<file path="config.mk">
export PLATFORM = sky130hd
export DESIGN_NAME = square_matrix_add_sub_mul
export DESIGN_NICKNAME = d
export VERILOG_FILES = /design/src/design/smas_pkg.sv /design/src/design/smas_ram.sv /design/src/design/smas_seq.sv /design/src/design/smas_dp.sv /design/src/design/square_matrix_add_sub_mul.sv
export SDC_FILE = /design/constraint.sdc
export NUM_CORES = 2
export LEC_CHECK = 0
export ABC_AREA = 1
export ABC_CLOCK_PERIOD_IN_PS = 6700
export BUFFER_PORTS_ARGS = -buffer_cell sky130_fd_sc_hd__buf_2
export CORE_MARGIN = 2
export CORE_UTILIZATION = 40
export CTS_CLUSTER_SIZE = 8
export DETAILED_ROUTE_END_ITERATION = 8
export GPL_TIMING_DRIVEN = 0
export MAX_ROUTING_LAYER = met4
export PLACE_DENSITY_LB_ADDON = 0.1
export SKIP_CTS_REPAIR_TIMING = 1
export SLEW_MARGIN = 10
export SYNTH_ARGS = -nofsm -noshare
export SYNTH_HDL_FRONTEND = slang
export SYNTH_SLANG_ARGS = --single-unit
</file>
<file path="constraint.sdc">
create_clock -name aclk -period 6.7 [get_ports aclk]
set_input_delay 2.01 -clock aclk [delete_from_list [all_inputs] [get_ports aclk]]
set_output_delay 2.01 -clock aclk [all_outputs]
set_load 0.02 [all_outputs]
</file>
<file path="src/design/smas_pkg.sv">
`timescale 1ns / 1ps

package smas_pkg;

    localparam int MATRIX_SIZE = 4;
    localparam int ELEM_COUNT  = MATRIX_SIZE * MATRIX_SIZE;
    localparam int IDX_W       = (MATRIX_SIZE > 1) ? $clog2(MATRIX_SIZE) : 1;
    localparam int ADDR_W      = $clog2(ELEM_COUNT);

    localparam int ELEM_W      = 16;
    localparam int PROD_W      = 2 * ELEM_W;
    localparam int TERM_W      = PROD_W + 1;
    localparam int RESULT_W    = 35;

    localparam int S_TDATA_W   = 32;
    localparam int M_TDATA_W   = 40;

    localparam int OUTQ_DEPTH  = 4;
    localparam int OUTQ_PTR_W  = $clog2(OUTQ_DEPTH);
    localparam int OCC_W       = $clog2(OUTQ_DEPTH + 1);

    localparam int OP_W        = 2;
    localparam logic [OP_W-1:0] OP_ADD = 2'd0;
    localparam logic [OP_W-1:0] OP_SUB = 2'd1;
    localparam logic [OP_W-1:0] OP_MUL = 2'd2;

    localparam int REG_ADDR_W  = 3;
    localparam logic [0:0] REG_OPERATION = 1'b0;

    typedef enum logic [0:0] {
        ST_LOAD,
        ST_CALC
    } seq_state_t;

    // Tag that travels alongside each operand pair through the datapath.
    typedef struct packed {
        logic            valid;
        logic            first;
        logic            k_last;
        logic            elem_last;
        logic [OP_W-1:0] op;
    } tag_t;

    typedef struct packed {
        tag_t              tag;
        logic [ADDR_W-1:0] a_addr;
        logic [ADDR_W-1:0] b_addr;
    } issue_t;

    typedef struct packed {
        logic                       valid;
        logic                       last;
        logic signed [RESULT_W-1:0] value;
    } result_t;

    function automatic logic [ADDR_W-1:0] elem_addr(input logic [IDX_W-1:0] row,
                                                    input logic [IDX_W-1:0] col);
        return ADDR_W'(int'(row) * MATRIX_SIZE + int'(col));
    endfunction

endpackage

</file>
<file path="src/design/smas_ram.sv">
`timescale 1ns / 1ps

module smas_ram #(
    parameter int WIDTH = 16,
    parameter int DEPTH = 16
) (
    input  logic                     aclk,
    input  logic                     we,
    input  logic [$clog2(DEPTH)-1:0] waddr,
    input  logic [WIDTH-1:0]         wdata,
    input  logic [$clog2(DEPTH)-1:0] raddr,
    output logic [WIDTH-1:0]         rdata
);

    logic [WIDTH-1:0] mem_reg [DEPTH];
    logic [WIDTH-1:0] rdata_reg;

    always_ff @(posedge aclk) begin
        if (we) begin
            mem_reg[waddr] <= wdata;
        end
        rdata_reg <= mem_reg[raddr];
    end

    assign rdata = rdata_reg;

endmodule

</file>
<file path="src/design/smas_seq.sv">
`timescale 1ns / 1ps

module smas_seq
    import smas_pkg::*;
(
    input  logic              aclk,
    input  logic              aresetn,
    input  logic              in_valid,
    output logic              in_ready,
    input  logic [OP_W-1:0]   operation,
    input  logic              pop,
    output logic              wr_en,
    output logic [ADDR_W-1:0] wr_addr,
    output issue_t            issue
);

    seq_state_t        state_reg, state_next;
    logic [ADDR_W-1:0] load_count_reg, load_count_next;
    logic [OP_W-1:0]   op_reg, op_next;
    logic [IDX_W-1:0]  i_reg, i_next, j_reg, j_next, k_reg, k_next;
    logic [OCC_W-1:0]  occ_reg, occ_next;

    logic accept, last_pair, is_mul, elem_start, k_end, row_end, col_end, go, all_done;

    assign accept     = in_valid && in_ready;
    assign last_pair  = (load_count_reg == ADDR_W'(ELEM_COUNT - 1));
    assign is_mul     = !((op_reg == OP_ADD) || (op_reg == OP_SUB));
    assign elem_start = (k_reg == '0);
    assign k_end      = !is_mul || (k_reg == IDX_W'(MATRIX_SIZE - 1));
    assign col_end    = (j_reg == IDX_W'(MATRIX_SIZE - 1));
    assign row_end    = (i_reg == IDX_W'(MATRIX_SIZE - 1));
    // A new element needs a free slot in the output queue; continuing one does not.
    assign go         = (state_reg == ST_CALC) &&
                        (!elem_start || (occ_reg < OCC_W'(OUTQ_DEPTH)));
    assign all_done   = go && k_end && col_end && row_end;

    // Next state.
    always_comb begin
        state_next = state_reg;
        case (state_reg)
            ST_LOAD: begin
                if (accept && last_pair) begin
                    state_next = ST_CALC;
                end
            end
            ST_CALC: begin
                if (all_done) begin
                    state_next = ST_LOAD;
                end
            end
            default: state_next = ST_LOAD;
        endcase
    end

    // Outputs.
    always_comb begin
        in_ready            = 1'b0;
        issue.tag.valid     = 1'b0;
        case (state_reg)
            ST_LOAD: in_ready        = 1'b1;
            ST_CALC: issue.tag.valid = go;
            default: in_ready        = 1'b0;
        endcase
        wr_en               = accept;
        wr_addr             = load_count_reg;
        issue.tag.first     = elem_start;
        issue.tag.k_last    = k_end;
        issue.tag.elem_last = col_end && row_end;
        issue.tag.op        = op_reg;
        issue.a_addr        = is_mul ? elem_addr(i_reg, k_reg) : elem_addr(i_reg, j_reg);
        issue.b_addr        = is_mul ? elem_addr(k_reg, j_reg) : elem_addr(i_reg, j_reg);
    end

    // Load counter, operation latch, loop indexes and queue occupancy.
    always_comb begin
        load_count_next = load_count_reg;
        op_next         = op_reg;
        i_next          = i_reg;
        j_next          = j_reg;
        k_next          = k_reg;
        occ_next        = occ_reg;
        if (accept) begin
            if (last_pair) begin
                load_count_next = '0;
                op_next         = operation;
            end else begin
                load_count_next = load_count_reg + 1'b1;
            end
        end
        if (go) begin
            if (k_end) begin
                k_next = '0;
                if (col_end) begin
                    j_next = '0;
                    i_next = row_end ? '0 : i_reg + 1'b1;
                end else begin
                    j_next = j_reg + 1'b1;
                end
            end else begin
                k_next = k_reg + 1'b1;
            end
        end
        case ({go && elem_start, pop})
            2'b10:   occ_next = occ_reg + 1'b1;
            2'b01:   occ_next = occ_reg - 1'b1;
            default: occ_next = occ_reg;
        endcase
    end

    always_ff @(posedge aclk) begin
        if (!aresetn) begin
            state_reg      <= ST_LOAD;
            load_count_reg <= '0;
            op_reg         <= OP_ADD;
            i_reg          <= '0;
            j_reg          <= '0;
            k_reg          <= '0;
            occ_reg        <= '0;
        end else begin
            state_reg      <= state_next;
            load_count_reg <= load_count_next;
            op_reg         <= op_next;
            i_reg          <= i_next;
            j_reg          <= j_next;
            k_reg          <= k_next;
            occ_reg        <= occ_next;
        end
    end

endmodule

</file>
<file path="src/design/smas_dp.sv">
`timescale 1ns / 1ps

module smas_dp
    import smas_pkg::*;
(
    input  logic              aclk,
    input  logic              aresetn,
    input  tag_t              tag_in,
    input  logic [ELEM_W-1:0] a_q,
    input  logic [ELEM_W-1:0] b_q,
    output result_t           result
);

    tag_t                       tag1_reg, tag2_reg;
    logic signed [TERM_W-1:0]   term_reg, term_next;
    logic signed [RESULT_W-1:0] acc_reg, acc_next;
    logic                       res_valid_reg, res_last_reg;
    logic signed [ELEM_W-1:0]   a_s, b_s;
    logic signed [PROD_W-1:0]   prod;
    logic signed [RESULT_W-1:0] term_ext;

    assign a_s  = $signed(a_q);
    assign b_s  = $signed(b_q);
    assign prod = a_s * b_s;

    // The one shared unit: multiply for the product, add or subtract otherwise.
    always_comb begin
        case (tag1_reg.op)
            OP_ADD:  term_next = TERM_W'(a_s) + TERM_W'(b_s);
            OP_SUB:  term_next = TERM_W'(a_s) - TERM_W'(b_s);
            default: term_next = TERM_W'(prod);
        endcase
    end

    assign term_ext = RESULT_W'(term_reg);
    assign acc_next = tag2_reg.first ? term_ext : acc_reg + term_ext;

    always_ff @(posedge aclk) begin
        if (!aresetn) begin
            tag1_reg      <= '0;
            tag2_reg      <= '0;
            res_valid_reg <= 1'b0;
        end else begin
            tag1_reg      <= tag_in;
            tag2_reg      <= tag1_reg;
            res_valid_reg <= tag2_reg.valid && tag2_reg.k_last;
        end
    end

    always_ff @(posedge aclk) begin
        term_reg <= term_next;
        if (tag2_reg.valid) begin
            acc_reg      <= acc_next;
            res_last_reg <= tag2_reg.elem_last;
        end
    end

    assign result.valid = res_valid_reg;
    assign result.last  = res_last_reg;
    assign result.value = acc_reg;

endmodule

</file>
<file path="src/design/square_matrix_add_sub_mul.sv">
`timescale 1ns / 1ps

// Square matrix add, subtract and multiply.
//
// Each input transaction on the s_ channel carries one pair of same-position
// elements of matrices A and B, in row-major order. The load takes one
// transaction per cycle. After the last pair of a load, s_tready drops while
// the sequencer walks the result matrix, and the results leave in row-major
// order on the m_ channel, with m_tlast on the final element.
// The operation register (APB, byte address 0) selects A+B, A-B or the
// product A x B; the value in effect when the last pair arrives is used.
// One shared unit does all the arithmetic, one operand read per cycle while
// the sequencer is not held: N*N reads for add or subtract and N*N*N for the
// product. Each read passes the operand stores, the term register and the
// accumulator before its result enters the output queue. An element holds
// one of four queue slots from its first read until it leaves, so at most
// four elements are in progress or queued at once. When the receiver stalls,
// the sequencer holds before starting an element that has no free queue
// slot, so nothing is lost. A new load may begin while queued results still
// drain. Reset clears the sequencer, the queue and the operation register
// (add).

module square_matrix_add_sub_mul
    import smas_pkg::*;
(
    input  logic                  aclk,
    input  logic                  aresetn,
    input  logic                  psel,
    input  logic                  penable,
    input  logic                  pwrite,
    input  logic [REG_ADDR_W-1:0] paddr,
    input  logic [31:0]           pwdata,
    output logic [31:0]           prdata,
    output logic                  pready,
    input  logic                  s_tvalid,
    output logic                  s_tready,
    input  logic [S_TDATA_W-1:0]  s_tdata,   // a_elem [15:0], b_elem [31:16]
    output logic                  m_tvalid,
    input  logic                  m_tready,
    output logic [M_TDATA_W-1:0]  m_tdata,   // result_value [34:0], zero fill above
    output logic                  m_tlast
);

    logic [OP_W-1:0]   operation_reg;
    logic              cfg_wr;
    logic              wr_en;
    logic [ADDR_W-1:0] wr_addr;
    issue_t            issue;
    logic [ELEM_W-1:0] a_q, b_q;
    result_t           result;

    // Configuration port: a single register, written in the access phase.
    assign pready = 1'b1;
    assign cfg_wr = psel && penable && pwrite && pready && (paddr[2] == REG_OPERATION);
    assign prdata = (paddr[2] == REG_OPERATION) ? {{(32 - OP_W){1'b0}}, operation_reg} : '0;

    always_ff @(posedge aclk) begin
        if (!aresetn) begin
            operation_reg <= OP_ADD;
        end else if (cfg_wr) begin
            operation_reg <= pwdata[OP_W-1:0];
        end
    end

    smas_seq u_seq (
        .aclk      (aclk),
        .aresetn   (aresetn),
        .in_valid  (s_tvalid),
        .in_ready  (s_tready),
        .operation (operation_reg),
        .pop       (m_tvalid && m_tready),
        .wr_en     (wr_en),
        .wr_addr   (wr_addr),
        .issue     (issue)
    );

    smas_ram #(.WIDTH(ELEM_W), .DEPTH(ELEM_COUNT)) u_a_store (
        .aclk  (aclk),
        .we    (wr_en),
        .waddr (wr_addr),
        .wdata (s_tdata[ELEM_W-1:0]),
        .raddr (issue.a_addr),
        .rdata (a_q)
    );

    smas_ram #(.WIDTH(ELEM_W), .DEPTH(ELEM_COUNT)) u_b_store (
        .aclk  (aclk),
        .we    (wr_en),
        .waddr (wr_addr),
        .wdata (s_tdata[2*ELEM_W-1:ELEM_W]),
        .raddr (issue.b_addr),
        .rdata (b_q)
    );

    smas_dp u_dp (
        .aclk    (aclk),
        .aresetn (aresetn),
        .tag_in  (issue.tag),
        .a_q     (a_q),
        .b_q     (b_q),
        .result  (result)
    );

    // Output queue. The sequencer reserves a slot per element before it
    // starts, so a push never meets a full queue.
    logic [RESULT_W:0]     outq_reg [OUTQ_DEPTH];
    logic [OUTQ_PTR_W-1:0] wptr_reg, rptr_reg;
    logic [OCC_W-1:0]      outq_cnt_reg, outq_cnt_next;
    logic                  push, pop;

    assign push = result.valid;
    assign pop  = m_tvalid && m_tready;

    always_comb begin
        case ({push, pop})
            2'b10:   outq_cnt_next = outq_cnt_reg + 1'b1;
            2'b01:   outq_cnt_next = outq_cnt_reg - 1'b1;
            default: outq_cnt_next = outq_cnt_reg;
        endcase
    end

    always_ff @(posedge aclk) begin
        if (!aresetn) begin
            wptr_reg     <= '0;
            rptr_reg     <= '0;
            outq_cnt_reg <= '0;
        end else begin
            if (push) begin
                wptr_reg <= wptr_reg + 1'b1;
            end
            if (pop) begin
                rptr_reg <= rptr_reg + 1'b1;
            end
            outq_cnt_reg <= outq_cnt_next;
        end
    end

    always_ff @(posedge aclk) begin
        if (push) begin
            outq_reg[wptr_reg] <= {result.last, result.value};
        end
    end

    assign m_tvalid = (outq_cnt_reg != '0);
    assign m_tdata  = {{(M_TDATA_W - RESULT_W){1'b0}}, outq_reg[rptr_reg][RESULT_W-1:0]};
    assign m_tlast  = outq_reg[rptr_reg][RESULT_W];

    // The queue never holds more than its depth.
    assert property (@(posedge aclk) disable iff (!aresetn)
        outq_cnt_reg <= OCC_W'(OUTQ_DEPTH))
        else $error("output queue overflow");

    // A result never arrives at a full queue unless an entry leaves at once.
    assert property (@(posedge aclk) disable iff (!aresetn)
        push |-> (outq_cnt_reg < OCC_W'(OUTQ_DEPTH)) || pop)
        else $error("result pushed into a full output queue");

    // The last pair of a load starts the compute phase, which holds off input.
    assert property (@(posedge aclk) disable iff (!aresetn)
        (s_tvalid && s_tready && (wr_addr == ADDR_W'(ELEM_COUNT - 1))) |=> !s_tready)
        else $error("input accepted right after the last pair of a load");

endmodule
</file>
**Yosys cells after proc, flatten, opt, wreduce, memory -nomap -nowiden**

Memory sizes are Yosys's and may differ from the RTL's. A register that Yosys moved wholly into a read port is not among the register bits.
Index checks and enable logic that the tools add are counted.

- Memory bits (writable): 656
- Output and inout bits: 76
- Memories: 3
- Logic and storage cells: 105
- Input bits: 74
- Flip-flop bits (word level): 105

- Reduce and logical (&&, ||, !) cells: 27
- Equality and inequality tests: 10
- $add $sub $neg: 16
- Multiplexer cells: 21
- Bitwise operators: 2
- Multipliers: 1
- Order comparisons: 1

Memories:

| name | words | width | rd ports | clocked after memory_dff | write ports | RTL line | text |
|---|---|---|---|---|---|---|---|
| u_a_store.mem_reg | 16 | 16 | 1 | 1 | 1 | smas_ram.sv:15 | `logic [WIDTH-1:0] mem_reg [DEPTH];` |
| u_b_store.mem_reg | 16 | 16 | 1 | 1 | 1 | smas_ram.sv:15 |  |
| outq_reg | 4 | 36 | 1 | 1 | 1 | square_matrix_add_sub_mul.sv:106 | `logic [RESULT_W:0] outq_reg [OUTQ_DEPTH];` |

Operators with widths:

| operator | number |
|---|---|
| $pmux W33 S2 | 1 |
| $add A35 B33 Y35 | 1 |
| $mux W35 | 1 |
| $mul A16 B16 Y32 | 1 |
| $add A16 B16 Y17 | 1 |
| $sub A16 B16 Y17 | 1 |
| $logic_and A1 B1 Y1 | 13 |
| $add A4 B2 Y4 | 3 |
| $mux W2 | 6 |
| $mux W4 | 3 |
| $pmux W3 S2 | 2 |
| $add A2 B1 Y2 const B | 5 |
| $eq A2 B2 Y1 const B | 5 |
| $eq A2 B1 Y1 const B | 4 |
| $mux W1 | 7 |
| $add A3 B1 Y3 const B | 2 |
| $logic_not A2 Y1 | 3 |
| $reduce_and A2 Y1 | 3 |
| $sub A3 B1 Y3 const B | 2 |
| $add A4 B1 Y4 const B | 1 |
| $eq A4 B4 Y1 const B | 1 |
| $reduce_bool A2 Y1 | 2 |
| $logic_or A1 B1 Y1 | 3 |
| $lt A3 B3 Y1 const B | 1 |
| other kinds (5) | 6 |

**Longest topological paths before layout**

- Depth in word-level cells: 9
- Gate-level depth with buffers: 27
- Mapped depth without buffers: 26

**Modules after synthesis**

A second synthesis with hierarchy kept.

- Cells, all modules: 5,231
- Area, all modules: 47,400.5 sq um

Modules (own cells, without submodules):

| module | instances | seq. area each (sq um) | area an instance (sq um) | cells each |
|---|---|---|---|---|
| smas_ram | 2 | 8,007.7 | 11,380.9 | 1,074 |
| smas_dp | 1 | 1,941.9 | 17,570.6 | 2,491 |
| square_matrix_add_sub_mul | 1 | 4,544.4 | 6,204.7 | 466 |
| smas_seq | 1 | 320.3 | 863.3 | 126 |

**Least setup slack after synthesis**

OpenSTA, ideal clock, no wires.

- Path type: reg2reg
- From: register u_a_store.rdata_reg[15], in the netlist u_a_store.rdata[15] (read register of u_a_store.mem_reg)
- To: register u_dp.term_reg[26]
- Data required time: 6.586 ns
- Path buffers: 2
- Setup slack: 1.057 ns
- Clock period less this slack: 5.643 ns
- Arrival time: 5.530 ns
- Stages on the path, launching flop included: 23
- Library setup time: 0.114 ns
- Path through: dfxtp_1 clkbuf_1 clkbuf_1 nand2_1 inv_1 fa_1 fa_1 fa_1 fa_1 fa_1 inv_1 fa_1 inv_1 ha_1 nand2_1 nor2_1 inv_1 nor3_1 nand3_1 nand3_1 nand2_1 nand3_1 nand2_1

- Word-level cells in the longest chain between the ends: 2
- Elaborated cells on any way between the ends: 4
- Those cells by class: 2 x add/sub; 1 x mul; 1 x mux

RTL lines:

| what | RTL line | text |
|---|---|---|
| start: declaration | smas_ram.sv:16 | `logic [WIDTH-1:0] rdata_reg;` |
| $mul A16 B16 Y32, or another cell as far along | smas_dp.sv:24 | `assign prod = a_s * b_s;` |
| $pmux W33 S2 (*) | smas_dp.sv:28 | `case (tag1_reg.op)` |
| via u_dp.term_next[26] | smas_dp.sv:15 | `logic signed [TERM_W-1:0] term_reg, term_next;` |
| end signal: assignment | smas_dp.sv:51 | `term_reg <= term_next;` |
| end: declaration | smas_dp.sv:15 |  |

The timed path passes the listed nets; every way through them passes the cells marked *.
A chain may end at the register's enable or synchronous reset.

**Final worst setup path**

- From: register u_a_store.rdata_reg[6], in the netlist u_a_store.rdata[6] (read register of u_a_store.mem_reg)
- To: register u_dp.term_reg[15]

The elaborated chain is that of the path after synthesis.

==> flow_summary.toml <==
[critical_path]
critPathMostFrequentCell = "fa_1"
critical_path_arrival_ps = 6980
crit_chain = "clkbuf_1 > nand2_1 > fa_1 > inv_1 > fa_1 > inv_1 > fa_1 > inv_1 > fa_1 > fa_1 > inv_1 > fa_1 > inv_1 > ha_1 > a21oi_1 > o21a_1 > nand3_1 > o21ai_0 > nand3_1"
path_class = "reg2reg"
cp_slowest_cell = "dfxtp_1"
start_kind = "register"
crit_family = "adder cells"
worstPathRequired_ps = 7240
crit_buf_inv = 6
path_max_fanout = 10
max_stage_delay_ps = 720
crit_path_end_kind = "register"

[pwr]
power_frac_clock = 0.217
p_leak_nw = 21.0
swShare = 0.447
netSwitchingPower_mw = 10.6
combPwrFrac = 0.548
ir_drop_mv = 0.756
seqPwrFrac = 0.234
p_per_area_nw_per_um2 = 464
p_int_mw = 13.1

[routing]
vias_per_cell = 5.22
postRouteAntennaNets = 0
dr.first_iter.drc_count = 2847
vias = 32700
drc = 0
drtPass1Iterations = 5
wl_per_cell_um = 22.4
finalWirelength_mm = 141

[timing]
rsz0062_at_grt = "no"
setup_tns_ps = 0
maxSlewViolCount = 0
min_period_ps = 6440
finalHoldViolations = 0
fin_skew_ps = 35.6
holdWs_ps = 402
setup_viol = 0
min_period_over_period = 0.962
fin_ws_ps = 258
maxSlewHeadroom = 0.294
worst_pin_slew_ps = 1060
fmax_mhz = 155

[logic_synthesis]
synthTopCellsByCount = "nand2_1, edfxtp_1, inv_1, nor2_1, o21ai_0"
synth_top_area_share = 0.463
ys_types = 42
syn_inst = 4448
yosysTopAreaCell = "edfxtp_1"
synth_edf_count = 692
synth-seq-cells = 794
ys_seq_area_frac = 0.509
synth.most_common_cell = "nand2_1"
ys.warnings.count = 0
avgSynthCellArea_sq_um = 10.1
async_flop_share = 0
synth_area_leaders = "edfxtp_1, fa_1, nand2_1, inv_1, dfxtp_1"
ys.flop_type = "edfxtp_1"
synth_area_sq_um = 44900

[global_route]
overflow = 0
grt_pass1_wl_mm = 209
grt_use_total = 0.250
antenna_found_initial = 4
grt_max_degree = 34
grt_pass1_vias = 32200

[placed_design]
place_ws_ps = -410
dp_hpwl_mm = 102
io_buffers = 81
place_congestion = 0.912

[clock_network]
cts_root_buf = "clkbuf_16"
clkTransAtPathRegs_ps = 60
htree_levels = 3
cts_tree = "yes"
clock_sinks = 794
clkLatencyLatePin_ps = 700
cts_buffer_depth = 3
numCtsBuffers = 110

[run]
maxCapViolations = 0

[floorplan]
die_y_um = 339
io_pins = 150
rows = 122
die_area_sq_um = 115000
die_x_um = 339
start_util = 0.404
core_sq_um = 111000

[worst_hold_path]
hp-class = "reg2reg"

[layout]
fin_nets = 5202
drive_gt1_frac = 0.0864
syn2layout_area_growth_pct = 13.9

[status]
status = "finished, final reports clean"
-- cell families (layout without fill, tap and decap cells) --
| logic type | after synthesis | after routing | share of synthesized area |
|---|---|---|---|
| AO/OA/AOI/OAI | 815 | 815 | 0.106 |
| XOR/XNOR | 19 | 19 | 0.00371 |
| adder cells (fa/ha/maj) | 430 | 430 | 0.165 |
| buffers and inverters | 868 | 1156 | 0.0781 |
| flip-flops | 794 | 794 | 0.509 |
| other | 2 | 39 | 0.000167 |
| AND/OR/NAND/NOR | 1520 | 1520 | 0.139 |
-- cells in the final DEF (no fill, tap or decap), types with 4 or more instances in the layout --
cell and count:
inv_2 8, ha_1 163, inv_1 628, clkbuf_1 186, a21o_1 4, o211ai_1 92
a21oi_1 146, o21bai_1 13, nand3_1 171, buf_6 9, buf_12 17, nand3b_1 19
nand4_1 19, o21a_1 5, buf_2 99, o21ai_0 402, buf_4 41, nor4_1 5
conb_1 36, a211oi_1 4, o22ai_1 46, dfxtp_1 100, clkbuf_2 32, a21boi_0 5
nor2_1 455, buf_16 5, nand2_1 760, fa_1 265, or2_2 56, o221ai_1 74
nor2_4 16, nor3_1 16, buf_1 7, edfxtp_1 692, o21ai_1 14, clkbuf_16 112
xnor2_1 14, clkinv_1 4, xor2_1 5
-- routing by layer --
layer | part of all wire | track usage | wire [um] | up-vias
li1 | - | - | - | 15300
met1 | 0.45 | 0.343 | 63400 | 16100
met2 | 0.46 | 0.389 | 65200 | 1074
met3 | 0.056 | 0.0310 | 7890 | 249
met4 | 0.029 | 0.0730 | 4050 | 0
met5 | 0 | - | 0 | -
-- cell type report --
cell class                      instances  area, sq um
Timing Repair Buffer                  104          891
Antenna cell                            3         7.51
Fill cell                           10600        59900
Clock inverter                          7          144
Buffer                                228         1140
Inverter                              640         2400
Clock buffer                          177         3050
Tap cell                             1488         1860
Multi-Input combinational cell       2820        18800
Sequential cell                       794        22800
-- stage by stage --
step,utilization,cells,power (mW),cell area [sq um]
6_report,0.460,6261,23.7,51100
3_3_place_gp,0.426,6051,18.7,47300
5_1_grt,0.460,6260,25.8,51100
3_5_place_dp,0.431,6072,18.7,47800
2_1_floorplan,-,4482,14.9,45000
4_1_cts,0.460,6256,24.0,51000
-- power by group through the flow --
stage	logic, mW	clock network [mW]	registers [mW]
finish	13.0	5.16	5.56
global route	14.8	5.45	5.56
detailed placement	13.1	0	5.65
global placement	13.0	0	5.66
floorplan	9.33	0	5.61
CTS	13.2	5.24	5.56
-- final timing paths --
kind	startpoint	to	slack, ps	depth (start not counted)
worst max-delay path	u_a_store.rdata[6]	u_dp.term_reg[15]	260	19
worst min-delay path	u_dp.tag2_reg[2]	u_dp.res_last_reg	400	0
worst max register to register	u_a_store.rdata[6]	u_dp.term_reg[15]	260	19
worst min register to register	u_dp.tag2_reg[2]	u_dp.res_last_reg	400	0
Note: power is estimated with default switching activity, not from simulation.
